`config.mk`:
```
export PLATFORM = sky130hd
export DESIGN_NAME = bitmap_slot_allocator_top
export DESIGN_NICKNAME = d
export VERILOG_FILES = /design/src/bsa_pkg.sv /design/src/bsa_ctrl.sv /design/src/bsa_dpath.sv /design/src/bitmap_slot_allocator_top.sv
export VERILOG_INCLUDE_DIRS = /design/src /design/src/src
export SDC_FILE = /design/constraint.sdc
export NUM_CORES = 1
export LEC_CHECK = 0
export BUFFER_PORTS_ARGS = -buffer_cell sky130_fd_sc_hd__buf_2
export CAP_MARGIN = 20
export CORE_ASPECT_RATIO = 0.75
export CORE_MARGIN = 10
export CORE_UTILIZATION = 50
export CTS_CLUSTER_DIAMETER = 40
export DETAILED_ROUTE_END_ITERATION = 12
export PLACE_DENSITY = 0.67
export SETUP_SLACK_MARGIN = 0.02
export SLEW_MARGIN = 20
export SYNTH_ARGS = -nofsm -noshare
export SYNTH_HDL_FRONTEND = slang
export SYNTH_HIERARCHICAL = 1
export SYNTH_SLANG_ARGS = --single-unit
```
`constraint.sdc`:
```
create_clock -name clk -period 10.8 [get_ports clk]
set_input_delay 0.54 -clock clk [delete_from_list [all_inputs] [get_ports clk]]
set_output_delay 0.54 -clock clk [all_outputs]
set_load 0.02 [all_outputs]
```
`src/bitmap_slot_allocator_top_assert.svh`:
```
// Assertion macros for the bitmap slot allocator top level.
`ifndef BITMAP_SLOT_ALLOCATOR_TOP_ASSERT_SVH
`define BITMAP_SLOT_ALLOCATOR_TOP_ASSERT_SVH

// Check that a condition implies another in the same cycle.
`define BSA_CHECK_NOW(label, ante, cons, msg) \
  label: assert property (@(posedge clk) disable iff (!rst_n) (ante) |-> (cons)) \
    else $error(msg);

// Check that a condition implies another in the following cycle.
`define BSA_CHECK_NEXT(label, ante, cons, msg) \
  label: assert property (@(posedge clk) disable iff (!rst_n) (ante) |=> (cons)) \
    else $error(msg);

`endif

```
`src/bsa_pkg.sv`:
```
// Shared types and constants for the bitmap slot allocator.
package bsa_pkg;

  localparam int ADDR_W        = 21;
  localparam int SIZE_W        = 4;
  localparam int STAT_W        = 2;
  localparam int PADDR_W       = 3;
  localparam int PDATA_W       = 32;
  localparam int SIZE_LOG2_MAX = 12;

  // Register index of size_log2
  localparam logic REG_SIZE_LOG2 = 1'b0;

  // Request functions
  localparam logic FUNC_ALLOC = 1'b0;
  localparam logic FUNC_FREE  = 1'b1;

  // Result status codes
  localparam logic [STAT_W-1:0] ST_OK     = 2'd0;
  localparam logic [STAT_W-1:0] ST_FULL   = 2'd1;
  localparam logic [STAT_W-1:0] ST_DOUBLE = 2'd2;
  localparam logic [STAT_W-1:0] ST_RANGE  = 2'd3;

  // Commands from controller to datapath
  typedef struct packed {
    logic load;    // capture request
    logic look;    // slot index, range check, chunk search
    logic rd;      // chunk/slot split, bitmap read
    logic upd;     // bitmap update and status
    logic finish;  // load result register
  } bsa_cmd_t;

  // Status from datapath to controller
  typedef struct packed {
    logic out_free;  // result register can take a new result
  } bsa_sts_t;

endpackage

```
`src/bsa_ctrl.sv`:
```
// Controller state machine for the bitmap slot allocator.
module bsa_ctrl (
  input  logic              clk,
  input  logic              rst_n,
  input  logic              in_valid,
  output logic              in_ready,
  input  bsa_pkg::bsa_sts_t sts,
  output bsa_pkg::bsa_cmd_t cmd
);
  import bsa_pkg::*;

  localparam logic [2:0] S_IDLE = 3'd0;
  localparam logic [2:0] S_LOOK = 3'd1;
  localparam logic [2:0] S_READ = 3'd2;
  localparam logic [2:0] S_UPD  = 3'd3;
  localparam logic [2:0] S_DONE = 3'd4;

  logic [2:0] state_r;
  logic [2:0] state_nxt;

  // Decode commands and next state
  always_comb begin
    state_nxt  = state_r;
    in_ready   = 1'b0;
    cmd        = '0;
    case (state_r)
      S_IDLE: begin
        in_ready = 1'b1;
        if (in_valid) begin
          cmd.load  = 1'b1;
          state_nxt = S_LOOK;
        end
      end
      S_LOOK: begin
        cmd.look  = 1'b1;
        state_nxt = S_READ;
      end
      S_READ: begin
        cmd.rd    = 1'b1;
        state_nxt = S_UPD;
      end
      S_UPD: begin
        cmd.upd   = 1'b1;
        state_nxt = S_DONE;
      end
      S_DONE: begin
        if (sts.out_free) begin
          cmd.finish = 1'b1;
          state_nxt  = S_IDLE;
        end
      end
      default: begin
        state_nxt = S_IDLE;
      end
    endcase
  end

  // Advance state
  always_ff @(posedge clk) begin
    if (!rst_n) begin
      state_r <= S_IDLE;
    end else begin
      state_r <= state_nxt;
    end
  end

endmodule

```
`src/bsa_dpath.sv`:
```
// Datapath for the bitmap slot allocator: bitmap memory, search, result register.
module bsa_dpath #(
  parameter int SLOTS_PER_CHUNK = 64,
  parameter int NUM_CHUNKS      = 8
) (
  input  logic                       clk,
  input  logic                       rst_n,
  input  bsa_pkg::bsa_cmd_t          cmd,
  output bsa_pkg::bsa_sts_t          sts,
  input  logic [bsa_pkg::SIZE_W-1:0] shift,
  input  logic                       in_func,
  input  logic [bsa_pkg::ADDR_W-1:0] in_free_address,
  output logic                       out_valid,
  input  logic                       out_ready,
  output logic [bsa_pkg::ADDR_W-1:0] out_address,
  output logic [bsa_pkg::STAT_W-1:0] out_status
);
  import bsa_pkg::*;

  localparam int CW   = (NUM_CHUNKS > 1) ? $clog2(NUM_CHUNKS) : 1;
  localparam int PW   = $clog2(SLOTS_PER_CHUNK);
  localparam int POOL = NUM_CHUNKS * SLOTS_PER_CHUNK;
  localparam int GW   = $clog2(POOL) + 1;
  localparam int KS   = GW + 8;
  localparam int RECIP = (2 ** KS + SLOTS_PER_CHUNK - 1) / SLOTS_PER_CHUNK;
  localparam int XW   = (GW + SIZE_LOG2_MAX > ADDR_W) ? GW + SIZE_LOG2_MAX : ADDR_W;

  localparam logic [GW-1:0]     SLOTS_G = GW'(SLOTS_PER_CHUNK);
  localparam logic [KS-1:0]     RECIP_K = KS'(RECIP);
  localparam logic [ADDR_W-1:0] POOL_A  = ADDR_W'(POOL);

  // Request capture
  logic              func_r;
  logic [ADDR_W-1:0] faddr_r;

  // Look-up stage
  logic [ADDR_W-1:0] gfull;
  logic [GW+KS-1:0]  prod_r;
  logic [GW-1:0]     gi_r;
  logic              range_r;
  logic              any_free_r;
  logic [CW-1:0]     achunk_r;
  logic [CW-1:0]     achunk_nxt;

  // Read stage
  logic [GW-1:0]     quot;
  logic [GW-1:0]     rem;
  logic [GW-1:0]     quot_nxt;
  logic [GW-1:0]     rem_nxt;
  logic [CW-1:0]     rd_addr;
  logic [CW-1:0]     chunk_r;
  logic [PW-1:0]     fpos_r;
  logic [SLOTS_PER_CHUNK-1:0] rdata_r;
  logic              rvld_r;

  // Bitmap storage and summaries
  logic [SLOTS_PER_CHUNK-1:0] mem [NUM_CHUNKS];
  logic [NUM_CHUNKS-1:0]      row_vld_r;
  logic [NUM_CHUNKS-1:0]      has_free_r;

  // Update stage
  logic [SLOTS_PER_CHUNK-1:0] row;
  logic [SLOTS_PER_CHUNK-1:0] row_nxt;
  logic              mem_we;
  logic [PW-1:0]     apos;
  logic [STAT_W-1:0] stat_nxt;
  logic [PW-1:0]     pos_r;
  logic [STAT_W-1:0] stat_r;
  logic              alloc_ok_r;

  // Result stage
  logic [GW-1:0]     gslot;
  logic [XW-1:0]     gshift;
  logic              out_valid_r;
  logic [ADDR_W-1:0] out_address_r;
  logic [STAT_W-1:0] out_status_r;

  // Lowest chunk with a free slot
  always_comb begin
    achunk_nxt = '0;
    for (int i = NUM_CHUNKS - 1; i >= 0; i--) begin
      if (has_free_r[i]) begin
        achunk_nxt = CW'(i);
      end
    end
  end

  assign gfull = faddr_r >> shift;

  // Split slot index into chunk and slot by reciprocal multiply
  assign quot = prod_r[GW+KS-1:KS];
  assign rem  = gi_r - GW'(quot * SLOTS_G);
  always_comb begin
    quot_nxt = quot;
    rem_nxt  = rem;
    if (rem >= SLOTS_G) begin
      quot_nxt = quot + GW'(1);
      rem_nxt  = rem - SLOTS_G;
    end
  end
  assign rd_addr = (func_r == FUNC_FREE) ? quot_nxt[CW-1:0] : achunk_r;

  // Capture, look up and split
  always_ff @(posedge clk) begin
    if (cmd.load) begin
      func_r  <= in_func;
      faddr_r <= in_free_address;
    end
    if (cmd.look) begin
      range_r    <= (gfull >= POOL_A);
      gi_r       <= gfull[GW-1:0];
      prod_r     <= (GW+KS)'(gfull[GW-1:0]) * (GW+KS)'(RECIP_K);
      any_free_r <= |has_free_r;
      achunk_r   <= achunk_nxt;
    end
    if (cmd.rd) begin
      chunk_r <= rd_addr;
      fpos_r  <= rem_nxt[PW-1:0];
    end
  end

  // Bitmap memory: one write port, one registered read port
  always_ff @(posedge clk) begin
    if (mem_we) begin
      mem[chunk_r] <= row_nxt;
    end
    if (cmd.rd) begin
      rdata_r <= mem[rd_addr];
      rvld_r  <= row_vld_r[rd_addr];
    end
  end

  // Unwritten rows read as all free
  assign row = rvld_r ? rdata_r : '1;

  // Lowest free slot in the chunk
  always_comb begin
    apos = '0;
    for (int i = SLOTS_PER_CHUNK - 1; i >= 0; i--) begin
      if (row[i]) begin
        apos = PW'(i);
      end
    end
  end

  // Decide update and status
  always_comb begin
    row_nxt  = row;
    mem_we   = 1'b0;
    stat_nxt = ST_OK;
    if (func_r == FUNC_ALLOC) begin
      if (!any_free_r) begin
        stat_nxt = ST_FULL;
      end else begin
        row_nxt[apos] = 1'b0;
        mem_we        = cmd.upd;
      end
    end else if (range_r) begin
      stat_nxt = ST_RANGE;
    end else if (row[fpos_r]) begin
      stat_nxt = ST_DOUBLE;
    end else begin
      row_nxt[fpos_r] = 1'b1;
      mem_we          = cmd.upd;
    end
  end

  // Hold update results
  always_ff @(posedge clk) begin
    if (cmd.upd) begin
      pos_r      <= apos;
      stat_r     <= stat_nxt;
      alloc_ok_r <= (func_r == FUNC_ALLOC) && any_free_r;
    end
  end

  // Track written rows and chunks with free slots
  always_ff @(posedge clk) begin
    if (!rst_n) begin
      row_vld_r  <= '0;
      has_free_r <= '1;
    end else if (mem_we) begin
      row_vld_r[chunk_r]  <= 1'b1;
      has_free_r[chunk_r] <= |row_nxt;
    end
  end

  // Byte offset of the allocated slot
  assign gslot  = GW'(chunk_r * SLOTS_G) + GW'(pos_r);
  assign gshift = XW'(gslot) << shift;

  // Result register
  always_ff @(posedge clk) begin
    if (!rst_n) begin
      out_valid_r <= 1'b0;
    end else if (cmd.finish) begin
      out_valid_r <= 1'b1;
    end else if (out_ready) begin
      out_valid_r <= 1'b0;
    end
  end

  always_ff @(posedge clk) begin
    if (cmd.finish) begin
      out_address_r <= alloc_ok_r ? gshift[ADDR_W-1:0] : '0;
      out_status_r  <= stat_r;
    end
  end

  assign sts.out_free = !out_valid_r || out_ready;
  assign out_valid    = out_valid_r;
  assign out_address  = out_address_r;
  assign out_status   = out_status_r;

endmodule

```
`src/bitmap_slot_allocator_top.sv`:
```
// Top level of the bitmap slot allocator: config register, controller, datapath.
//
//  channel  | handshake          | payload
//  ---------+--------------------+------------------------------------
//  request  | in_valid/in_ready  | in_func, in_free_address
//  result   | out_valid/out_ready| out_address, out_status
//  config   | psel/penable/pready| pwrite, paddr, pwdata, prdata
//
// A request is taken only in idle; after acceptance it passes through the
// slot index and chunk search, the chunk/slot split with bitmap read, the
// bitmap update and the result load. A new request is taken only once the
// controller has passed through all of these steps and is back in idle.
// Reset is synchronous and active low; rows not yet written read as all free,
// so no clearing pass runs. One result is buffered: the next request is taken
// while it waits, and holds in the last stage until the result is taken.
module bitmap_slot_allocator_top #(
  parameter int SLOTS_PER_CHUNK = 64,
  parameter int NUM_CHUNKS      = 8
) (
  input  logic                        clk,
  input  logic                        rst_n,
  input  logic                        in_valid,
  output logic                        in_ready,
  input  logic                        in_func,
  input  logic [bsa_pkg::ADDR_W-1:0]  in_free_address,
  output logic                        out_valid,
  input  logic                        out_ready,
  output logic [bsa_pkg::ADDR_W-1:0]  out_address,
  output logic [bsa_pkg::STAT_W-1:0]  out_status,
  input  logic                        psel,
  input  logic                        penable,
  input  logic                        pwrite,
  input  logic [bsa_pkg::PADDR_W-1:0] paddr,
  input  logic [bsa_pkg::PDATA_W-1:0] pwdata,
  output logic [bsa_pkg::PDATA_W-1:0] prdata,
  output logic                        pready
);
  import bsa_pkg::*;

  `include "bitmap_slot_allocator_top_assert.svh"

  localparam logic [SIZE_W-1:0] SIZE_MAX = SIZE_W'(SIZE_LOG2_MAX);

  logic [SIZE_W-1:0] size_r;
  logic [SIZE_W-1:0] shift;
  logic              cfg_we;
  bsa_cmd_t          cmd_w;
  bsa_sts_t          sts_w;

  // Config register write
  assign pready = 1'b1;
  assign cfg_we = psel && penable && pwrite && pready && (paddr[2] == REG_SIZE_LOG2);

  always_ff @(posedge clk) begin
    if (!rst_n) begin
      size_r <= '0;
    end else if (cfg_we) begin
      size_r <= pwdata[SIZE_W-1:0];
    end
  end

  // Config register read
  assign prdata = (paddr[2] == REG_SIZE_LOG2) ? PDATA_W'(size_r) : '0;

  // Clamp the object size
  assign shift = (size_r > SIZE_MAX) ? SIZE_MAX : size_r;

  bsa_ctrl u_ctrl (
    .clk      (clk),
    .rst_n    (rst_n),
    .in_valid (in_valid),
    .in_ready (in_ready),
    .sts      (sts_w),
    .cmd      (cmd_w)
  );

  bsa_dpath #(
    .SLOTS_PER_CHUNK (SLOTS_PER_CHUNK),
    .NUM_CHUNKS      (NUM_CHUNKS)
  ) u_dpath (
    .clk             (clk),
    .rst_n           (rst_n),
    .cmd             (cmd_w),
    .sts             (sts_w),
    .shift           (shift),
    .in_func         (in_func),
    .in_free_address (in_free_address),
    .out_valid       (out_valid),
    .out_ready       (out_ready),
    .out_address     (out_address),
    .out_status      (out_status)
  );

  `BSA_CHECK_NEXT(a_one_in_flight, in_valid && in_ready, !in_ready, "request taken while busy")
  `BSA_CHECK_NOW(a_result_load, $rose(out_valid), $past(cmd_w.finish), "result without finish")
  `BSA_CHECK_NOW(a_fail_addr, out_valid && (out_status != ST_OK), out_address == '0, "failed request carries an address")
  `BSA_CHECK_NOW(a_cmd_onehot, 1'b1, $onehot0(cmd_w), "overlapping datapath commands")

endmodule

```
# After elaboration in Yosys (flattened, before gate mapping)

Memories as Yosys holds them, arrays and structs flattened. A register that Yosys moved wholly into a read port is not among the register bits.
Index checks and enable logic that the tools add are counted.

$add $sub $neg: 4
Magnitude comparators: 10
Equality and inequality tests: 6
Shift operators: 2
Multiplexer cells: 115
Bitwise operators: 6
Reductions and logical operators: 16

Operators with widths:

| cell                                                                                   | number |
|---|---|
| 6-bit 2-to-1 mux                                                                       | 65 |
| 64-bit 2-to-1 mux                                                                      | 5 |
| 64-bit bitwise AND                                                                     | 1 |
| 64-bit NOT                                                                             | 1 |
| 64-bit OR                                                                              | 1 |
| 64-bit OR reduction                                                                    | 1 |
| 3-bit 2-to-1 mux                                                                       | 8 |
| 1-bit 2-to-1 mux                                                                       | 23 |
| 21-bit by 10-bit greater-or-equal comparator with 1-bit output (second input constant) | 1 |
| 10-bit by 4-bit left shift with 21-bit output                                          | 1 |
| 21-bit by 4-bit right shift with 21-bit output                                         | 1 |
| 3-bit one-hot mux with 5 select lines                                                  | 1 |
| 6-bit by 7-bit < comparator with 1-bit output (second input constant)                  | 2 |
| 1-bit demux with 6-bit select                                                          | 2 |
| 6-bit by 1-bit greater-or-equal comparator with 1-bit output (second input constant)   | 2 |
| 9-bit by 6-bit adder with 10-bit output                                                | 1 |
| 10-bit by 7-bit greater-or-equal comparator with 1-bit output (second input constant)  | 1 |
| 2-bit 2-to-1 mux                                                                       | 5 |
| 10-bit subtractor                                                                      | 1 |
| 8-bit bitwise mux                                                                      | 1 |
| 3-bit by 4-bit < comparator with 1-bit output (second input constant)                  | 2 |
| 4-bit 2-to-1 mux                                                                       | 2 |
| 8-bit OR                                                                               | 1 |
| 8-bit OR reduction                                                                     | 1 |
| 20 further kinds                                                                       | 29 |

Register bits: 103
Memory bits (writable): 512
Bits of input ports: 64
Output and inout bits: 58
Memories kept: 1

Memory list:

| name        | depth | width | read ports | clocked after memory_dff | wr ports | line            | text |
|---|---|---|---|---|---|---|---|
| u_dpath.mem | 8     | 64    | 1          | 1                        | 1        | bsa_dpath.sv:57 | `logic [SLOTS_PER_CHUNK-1:0] mem [NUM_CHUNKS];` |

# Depth between registers and ports, before layout

Gate-level depths: netlist (run 1).

Word-level depth: 75
Depth in mapped cells: 16
Depth with buffers taken out: 11

# Cells and area by module

Netlist (run 1), hierarchy kept.

By module, submodules not included:

| module                    | times used | cells an instance | area an instance (um^2) |
|---|---|---|---|
| bsa_dpath                 | 1          | 2,767             | 30,718.2 |
| bitmap_slot_allocator_top | 1          | 58                | 452.9 |
| bsa_ctrl                  | 1          | 19                | 166.4 |

# Least setup slack after synthesis (run 1)

Ideal clock, no wire load.

Path type: reg2reg
From: register u_dpath.fpos_r[2]
To: register u_dpath.has_free_r[0]
Setup time: 0.137 ns
Arrival time: 7.702 ns
Path slack: 2.961 ns
Stages on the path, launching flop included: 15
Clock period less this slack: 7.839 ns
Cells stage by stage: edfxtp_1 > buf_2 > buf_2 > mux2i_1 > a21oi_1 > o41a_1 > nor4_2 > buf_2 > buf_4 > a31oi_1 > or3b_2 > nor3_1 > nand2_1 > nor4_1 > a21oi_1

Word-level cells in the longest chain between the ends: 10
Elaborated cells on any way between the ends: 16
Those cells by class: 2 x order compare; 11 x mux; 1 x bitwise; 2 x reduce/logical

RTL lines:

| element                                                                                                                                                    | line             | text |
|---|---|---|
| from (decl)                                                                                                                                                | bsa_dpath.sv:52  | `logic [PW-1:0] fpos_r;` |
| from (signal assigned)                                                                                                                                     | bsa_dpath.sv:118 | `fpos_r <= rem_nxt[PW-1:0];` |
| 6-bit by 7-bit < comparator with 1-bit output (implied by the code) / 6-bit by 1-bit greater-or-equal comparator with 1-bit output (equally long branches) | bsa_dpath.sv:163 | `row_nxt[fpos_r] = 1'b1;` |
| 1-bit logical AND (implied by the code)                                                                                                                    | bsa_dpath.sv:163 |  |
| 1-bit 2-to-1 mux (implied by the code)                                                                                                                     | bsa_dpath.sv:163 |  |
| 1-bit demux with 6-bit select                                                                                                                              | -                |  |
| 64-bit OR (no line)                                                                                                                                        | -                |  |
| 64-bit 2-to-1 mux                                                                                                                                          | bsa_dpath.sv:160 | `end else if (row[fpos_r]) begin` |
| 64-bit 2-to-1 mux                                                                                                                                          | bsa_dpath.sv:158 | `end else if (range_r) begin` |
| 64-bit 2-to-1 mux                                                                                                                                          | bsa_dpath.sv:151 | `if (func_r == FUNC_ALLOC) begin` |
| 64-bit OR reduction                                                                                                                                        | bsa_dpath.sv:184 | `has_free_r[chunk_r] <= \|row_nxt;` |
| 8-bit bitwise mux                                                                                                                                          | bsa_dpath.sv:184 |  |
| to (signal, indexed assignment)                                                                                                                            | bsa_dpath.sv:184 |  |
| to (decl)                                                                                                                                                  | bsa_dpath.sv:59  | `logic [NUM_CHUNKS-1:0] has_free_r;` |

Several ways; a longest one is shown, not always the timed one. The select of a mux whose other input is x is not followed.
A chain may end at the register's enable or synchronous reset.

# Worst setup path after layout (run 1)

From: register u_dpath.fpos_r[2]
To: memory u_dpath.mem[6][23], data pin

Word-level cells in the longest chain between the ends: 8
Elaborated cells on any way between the ends: 11
Those cells by class: 2 x order compare; 7 x mux; 1 x bitwise; 1 x reduce/logical

RTL lines:

| element                                                                                                                                                    | line             | text |
|---|---|---|
| 6-bit by 7-bit < comparator with 1-bit output (implied by the code) / 6-bit by 1-bit greater-or-equal comparator with 1-bit output (equally long branches) | bsa_dpath.sv:163 |  |
| 1-bit logical AND (implied by the code)                                                                                                                    | bsa_dpath.sv:163 |  |
| 1-bit 2-to-1 mux (implied by the code)                                                                                                                     | bsa_dpath.sv:163 |  |
| 1-bit demux with 6-bit select                                                                                                                              | -                |  |
| 64-bit OR (no line)                                                                                                                                        | -                |  |
| 64-bit 2-to-1 mux (*)                                                                                                                                      | bsa_dpath.sv:160 |  |
| 64-bit 2-to-1 mux (*)                                                                                                                                      | bsa_dpath.sv:158 |  |
| 64-bit 2-to-1 mux (*)                                                                                                                                      | bsa_dpath.sv:151 |  |
| named net u_dpath.row_nxt[23]                                                                                                                              | bsa_dpath.sv:63  | `logic [SLOTS_PER_CHUNK-1:0] row_nxt;` |
| to (decl)                                                                                                                                                  | bsa_dpath.sv:57  |  |

Mark *: on every way through the listed nets, which the timed path passes. The rest lies on a longest branch. The select of a mux whose other input is x is not followed.

==> summary.txt, run 1 <==
Clock network
  • H-Tree Depth: 3
  • Max Root-Sink Buffers: 3
  • Worst skew pair latency: ~0.63 ns
  • Post-CTS Setup Bufs: 0
  • TritonCTS clock tree: done
  • Cts repair resizes: 0
  • Clk slew on worst S/H paths: approximately 0.060 ns
  • Clock sinks: a little under 700
  • Clock root buffer master: clkbuf_16
  • CTS Hold Bufs: 0
  • Num CTS Buffers: 78

Place
  • Routability congestion estimate: a little over 1
  • Post-DP Area: 0.03249 mm^2
  • DP Wirelength: roughly 66000 um
  • IO Port Bufs: 62

Logic synthesis
  • Most frequent cell after synthesis: nand2_1
  • Yosys top cell by area: edfxtp_1
  • Synth Instances: 2844
  • Yosys synthesis warning count: 6
  • Distinct cells, synth: 92
  • Top post-synthesis cells by area: edfxtp_1 63%, nand2_1 8.2%, nand3_1 5.6%, a21oi_1 1.8%, clkbuf_1 1.7%
  • Post-synth top cells: 683 x nand2_1, 654 x edfxtp_1, 353 x nand3_1, 142 x clkbuf_1, 114 x nor2_1
  • Predominant post-synthesis flop cell: edfxtp_1
  • Number of flops mapped to enable cells by yosys: approximately 650
  • Synth top area share: 62.67%
  • Register area share after synthesis: 64.20%
  • Mean post-synth cell area: 11.02 um^2
  • Asr flop ratio synth: 0%
  • Seq cells post-synth: 678
  • Post-Syn Area: 0.03134 mm^2

GRT
  • Vias in the first global route: between 20k and 25k
  • Largest net degree at the start of global routing: 101
  • Initial antenna violation count: 4
  • GR Util All Layers: 27.11%
  • Grt total ovfl: 0
  • First-pass GRT wire length: 147600 um

Final layout
  • # fillers: 5116
  • Cell area after layout: 0.03508 mm^2
  • Layout cells sized above 1: 11.04%
  • Fin nets: 2931
  • Synth-to-Final Area Change: 11.96%
  • Area occupied by multi-input gates: 0.01038 mm^2
  • Storage cell area: ~0.02 mm^2

Power
  • Clock power frac: 41.1%
  • Pwr/cell area: 179.3 mW/mm^2
  • Reg power frac: about 49%
  • Pwr Total: roughly 6.3 mW
  • Int Power: 4.658 mW
  • Net Sw Frac: 25.97%
  • Peak VDD IR: 0.1496 mV
  • Psw: 1.634 mW
  • Comb pwr share: between 10 and 15%
  • Lkg Pwr: 11.99 nW

Worst setup path
  • Setup Crit Path Kind: register to register
  • Critical Path RT: 11.06 ns
  • CP Capture Type: register
  • Critical Path Source Type: register
  • Arrival @ worst endpoint: 6.10 ns
  • Reg2reg start: u_dpath/fpos_r[2]$_DFFE_PP_
  • CP Max Fanout: 36
  • CP Launch Point: u_dpath/fpos_r[2]$_DFFE_PP_

Route
  • Pre-Repair DR Iteration Count: 6
  • Routed wire per std cell: 27.01 um
  • Via count: 23.44k
  • Initial DRC Count: 2809
  • Final ANT Viol Nets: 0
  • Final WL: 101000 um
  • DRC Markers: 0
  • Vias per cell: 6.271

Floorplan
  • Core box area: approximately 0.062 mm^2
  • Floorplan row count: 79
  • Starting Density: 50.48%
  • Die Width: 309.1 um
  • # IOs: 122
  • Die area: 0.07319 mm^2
  • Die height: 236.8 um

Outcome
  • Status: completed

Job
  • Max-cap violations: 0

Timing
  • Post-Route Skew: 0.03204 ns
  • Final min period: 5.841 ns
  • Final worst path period share: 54.08%
  • Worst slew pin tran: 1.253 ns
  • Max Clk Rate: ~170 MHz
  • Count of pins over their slew limit: 0
  • Final hold vios: 0
  • RSZ-0062 raised after global routing: no
  • Slew margin rel.: between 10% and 20%
  • Final TNS setup: 0 ns
  • Count of final setup violators: 0

Worst hold path
  • Worst hold path type: input pin to register
  • Worst hold start: in_free_address[8]
[logic make-up after synthesis]
group	count (synthesis)	share of synthesized area, %
AO/OA/AOI/OAI	423	8.736
XOR/XNOR	2	0.05591
buffers and inverters	259	3.629
flip-flops	678	64.20
multiplexers	63	2.360
other	2	0.02396
AND/OR/NAND/NOR	1417	20.99
[cell usage in the layout (no fill, tap or decap), drive strengths merged, types with 11 or more instances in the layout]
cell type,n
nor2b,31
nand2,683
and2,18
nor3b,18
o21ai,107
o211ai,12
buf,132
a211oi,23
o22ai,13
edfxtp,654
nor4,42
a22oi,14
mux2i,48
clkinv,28
clkbuf,94
dfxtp,24
nor2,118
conb,29
nand4,20
nand2b,34
nor3,42
o21a,14
a21oi,111
a311oi,15
a31oi,22
and3,12
inv,49
a41oi,11
nand3,353
[critical path: stages (launching register included)]
cell and delay [ns]:
edfxtp_1 0.33, buf_4 0.46, nor2_1 0.35, a31o_2 0.33
a2111oi_0 0.96, o2bb2ai_1 0.25, nor4_4 0.23, buf_4 0.41
nand2_1 0.46, nor2_1 0.60, a211oi_1 0.15, a21oi_1 0.89
[metal layers]
metal  GRT usage [%]  wire [um]
met1           39.59      44830
met2           40.30      44140
met3           6.072       9295
met4           7.486       2674
met5               0         22
[final cells by class]
type	count	area share (%)
Multi-Input combinational cell	1934	29.58
Sequential cell	678	57.34
Clock buffer	93	5.931
Tap cell	810	2.889
Inverter	42	0.4850
Timing Repair Buffer	133	2.404
Clock inverter	47	1.362
Antenna cell	1	0.007132
[power by group through the flow]
| stage | Combinational [mW] | Sequential, mW | Clock, mW |
|---|---|---|---|
| floorplan | 0.443 | 3.05 | 0 |
| CTS | 0.640 | 3.05 | 2.62 |
| detailed placement | 0.637 | 3.10 | 0 |
| finish | 0.650 | 3.05 | 2.59 |
| global route | 0.709 | 3.05 | 2.73 |
| global placement | 0.626 | 3.10 | 0 |
[through the flow]
stage	utilization, %	worst slack, ns	std cells	hold slack, ns
after floorplan	-	2.961	2871	0.4003
after global placement	52.34	5.246	3596	0.4042
after detailed placement	52.34	5.285	3596	0.4068
after CTS	56.46	5.279	3736	0.06715
after global routing	56.52	4.961	3737	0.07821
final	56.52	4.959	3738	0.08596
[final timing paths]
check	endpoint	slack, ns	cells after the start
max	u_dpath/mem[6][23]$_DFFE_PP_	4.96	11
min	u_dpath/faddr_r[8]$_DFFE_PP_	0.09	1
max reg2reg	u_dpath/mem[6][23]$_DFFE_PP_	4.96	11
min reg2reg	u_dpath/fpos_r[5]$_DFFE_PP_	0.42	0
[flip-flops by register name (all words and copies together) (netlist names)]
| register | flops |
|---|---|
| u_dpath/mem | 512 |
| u_dpath/out_address | 21 |
| u_dpath/prod_r | 9 |
| u_dpath/stat_r | 2 |
| u_dpath/faddr_r | 21 |
| u_dpath/pos_r | 6 |
| u_dpath/rvld_r | 1 |
| u_dpath/chunk_r | 3 |
| u_dpath/rdata_r | 64 |
| u_dpath/out_status | 2 |
| u_dpath/func_r | 1 |
| u_dpath/alloc_ok_r | 1 |
| u_dpath/row_vld_r | 8 |
| u_dpath/achunk_r | 3 |
| u_dpath/any_free_r | 1 |
| u_dpath/fpos_r | 6 |
| u_ctrl/state_r | 3 |
| u_dpath/out_valid | 1 |
| size_r | 4 |
| u_dpath/range_r | 1 |
| u_dpath/has_free_r | 8 |
No activity file was read; power rests on OpenSTA's default activity.
==> inputs of run 2 (changes only) <==
clock period = 5.7 ns   (was 10.8 ns; I/O delays follow)
==> run 2 against run 1 <==
Compared with the run above:
- core utilization increased by 2.4 points
- final cell count rose by 4.0%
- global-route usage grew 1.4 points
- combinational power grew 110%
- first-iteration DRC count is 15% lower
- sequential cell count is the same
- sequential share of layout area down 2.3 points
- via count increased by 3.1%
- clock-buffer cell count is 9 lower
- die area unchanged
- clock power up 90%
- largest cell class unchanged
==> summary.txt, run 2 (synthesized netlist as in run 1, its figures left out) <==
Final layout
  • Most frequent cells in the layout: 683 x nand2_1, 654 x edfxtp_1, 353 x nand3_1
  • Biggest regs: u_dpath/mem (512), u_dpath/rdata_r (64)
  • Largest Register: u_dpath/mem
  • Most common cell after layout, fill and taps aside: nand2_1
  • Fin cells: 3886
  • Synth-to-Final Area Change: 16.68%
  • Cell area after layout: 0.03657 mm^2
  • Layout cells sized above 1: 14.38%
  • Fin nets: 3078
  • Max reg flops: 512

Clock network
  • Clock root buffer master: clkbuf_16
  • Num CTS Buffers: between 70 and 80
  • Cts repair resizes: 0
  • Max Root-Sink Buffers: 3
  • Clock sinks: ~680
  • Clk slew on worst S/H paths: 0.07 ns
  • Worst skew pair latency: 0.65 ns
  • H-Tree Depth: 3
  • TritonCTS clock tree: done

Worst setup path
  • Arrival @ worst endpoint: around 5.9 ns
  • Critical Path Source Type: register
  • Setup Crit Path Kind: register to register
  • Critical Path RT: 6.18 ns
  • CP Capture Type: register
  • CP Max Fanout: 9

Timing
  • Worst slew pin tran: between 1 and 1.5 ns
  • Slew margin rel.: 23.39%
  • Final hold vios: 0
  • Post-Route Skew: 0.05319 ns
  • Count of final setup violators: 0
  • Max Clk Rate: 184.7 MHz
  • RSZ-0062 raised after global routing: no
  • Final worst setup slack: 0.2845 ns
  • Count of pins over their slew limit: 0
  • Final min period: 5.415 ns
  • Final TNS setup: 0 ns
  • Hold_ws: approximately 0.032 ns
  • Final worst path period share: between 90% and 100%

Place
  • DP Cell Count: 3720
  • DP Wirelength: 70950 um
  • Pre-CTS setup slack: 0.6278 ns
  • Routability congestion estimate: approximately 1.1
  • Post-DP Area: 0.03370 mm^2
  • IO Port Bufs: 62

Route
  • Routed wire per std cell: ~27 um
  • Initial DRC Count: 2381
  • Final ANT Viol Nets: 0
  • Pre-Repair DR Iteration Count: 6
  • DRC Markers: 0
  • Vias per cell: 6.218
  • Via count: 24.16k
  • Final WL: 105900 um

GRT
  • Initial antenna violation count: 4
  • Largest net degree at the start of global routing: roughly 130
  • Vias in the first global route: 23.03k
  • First-pass GRT wire length: 154900 um
  • Grt total ovfl: 0
  • GR Util All Layers: between 20% and 30%

Power
  • Clock power frac: 40.9%
  • Lkg Pwr: 12.77 nW
  • Pwr/cell area: 329.5 mW/mm^2
  • Int Power: 8.885 mW
  • Psw: approximately 3.2 mW
  • Comb pwr share: 11.2%
  • Net Sw Frac: 26.26%
  • Reg power frac: 48.0%
  • Peak VDD IR: 0.2977 mV

Floorplan
  • Die Width: 309.1 um
  • Core box area: 0.06207 mm^2
  • Floorplan row count: about 80
  • Starting Density: between 50% and 60%
  • # IOs: 122
  • Die height: ~240 um
  • Die area: 0.07319 mm^2

Worst hold path
  • Worst hold path type: input pin to register

Job
  • Max-cap violations: 0

Outcome
  • Status: completed
==> run 2: cell types whose count changed in the layout (fill, tap and decap cells not counted), moves of 3 or more <==
| cell | before | now |
|---|---|---|
| dlygate4sd3_1 | 0 | 27 |
| clkbuf_8 | 3 | 0 |
| clkinv_2 | 5 | 9 |
| clkbuf_16 | 80 | 75 |
| buf_12 | 0 | 22 |
| buf_4 | 70 | 172 |
| inv_6 | 8 | 3 |
| clkinv_16 | 0 | 4 |
| clkinv_8 | 4 | 1 |
| bufinv_16 | 5 | 8 |
==> run 2: layout make-up <==
class,instances,area (um^2)
Fill cell,5056,25510
Inverter,42,167.7
Timing Repair Buffer,283,2312
Clock buffer,84,1911
Antenna cell,2,5.005
Clock inverter,53,671.9
Sequential cell,678,20120
Multi-Input combinational cell,1934,10360
Tap cell,810,1013
==> run 2: through the flow <==
stage	power [mW]	utilization, %
6_report	12.05	58.91
5_1_grt	12.45	58.90
4_1_cts	12.10	58.89
3_5_place_dp	7.174	54.29
3_3_place_gp	7.155	54.29
2_1_floorplan	6.615	-
==> run 2: power by group through the flow <==
stage / Sequential (mW) / Combinational (mW) / Clock (mW)
after floorplan: 5.77 / 0.841 / 0
after global placement: 5.87 / 1.28 / 0
after detailed placement: 5.87 / 1.30 / 0
after CTS: 5.77 / 1.32 / 5.00
after global routing: 5.78 / 1.46 / 5.21
final: 5.78 / 1.35 / 4.92
==> run 2: repair_timing <==
item | CTS | global route
hold endpoints to repair | 27 | 0
endpoints found under the setup margin | 0 | 0
hold buffers | 27 | 0
setup buffers | 0 | 0
==> run 2: path summary, 6_finish.rpt <==
kind	depth (start not counted)	endpoint	slack [ns]	startpoint
max reg2reg	10	u_dpath/has_free_r[5]$_SDFFE_PN1P_	0.28	u_dpath/rdata_r[13]$_DFFE_PP_
min	3	u_dpath/out_valid$_SDFFE_PN0P_	0.03	out_ready
max	10	u_dpath/has_free_r[5]$_SDFFE_PN1P_	0.28	u_dpath/rdata_r[13]$_DFFE_PP_
min reg2reg	0	u_dpath/out_status[1]$_DFFE_PP_	0.42	u_dpath/stat_r[1]$_SDFFCE_PN0P_
==> run 2: routing by layer <==
layer / vias to the layer above / share of wire (%) / track usage, %
met5: - / 0.021 / 0
met4: 4 / 3.0 / 8.554
met3: 225 / 9.6 / 7.133
met2: 1201 / 44 / 43.02
met1: 11980 / 43 / 40.42
li1: 10760 / - / -
==> run 2: worst max-delay path, cell delays in order, from the launching register on <==
cell and delay [ns]:
edfxtp_1 0.52, nor4_2 0.62, nand2_1 0.11, a2111oi_0 0.92, o21ai_0 0.56, o21ai_0 0.67, a31oi_1 0.45, nor4_2 0.39
nand4_2 0.37, nor4_1 0.48, a21oi_1 0.13
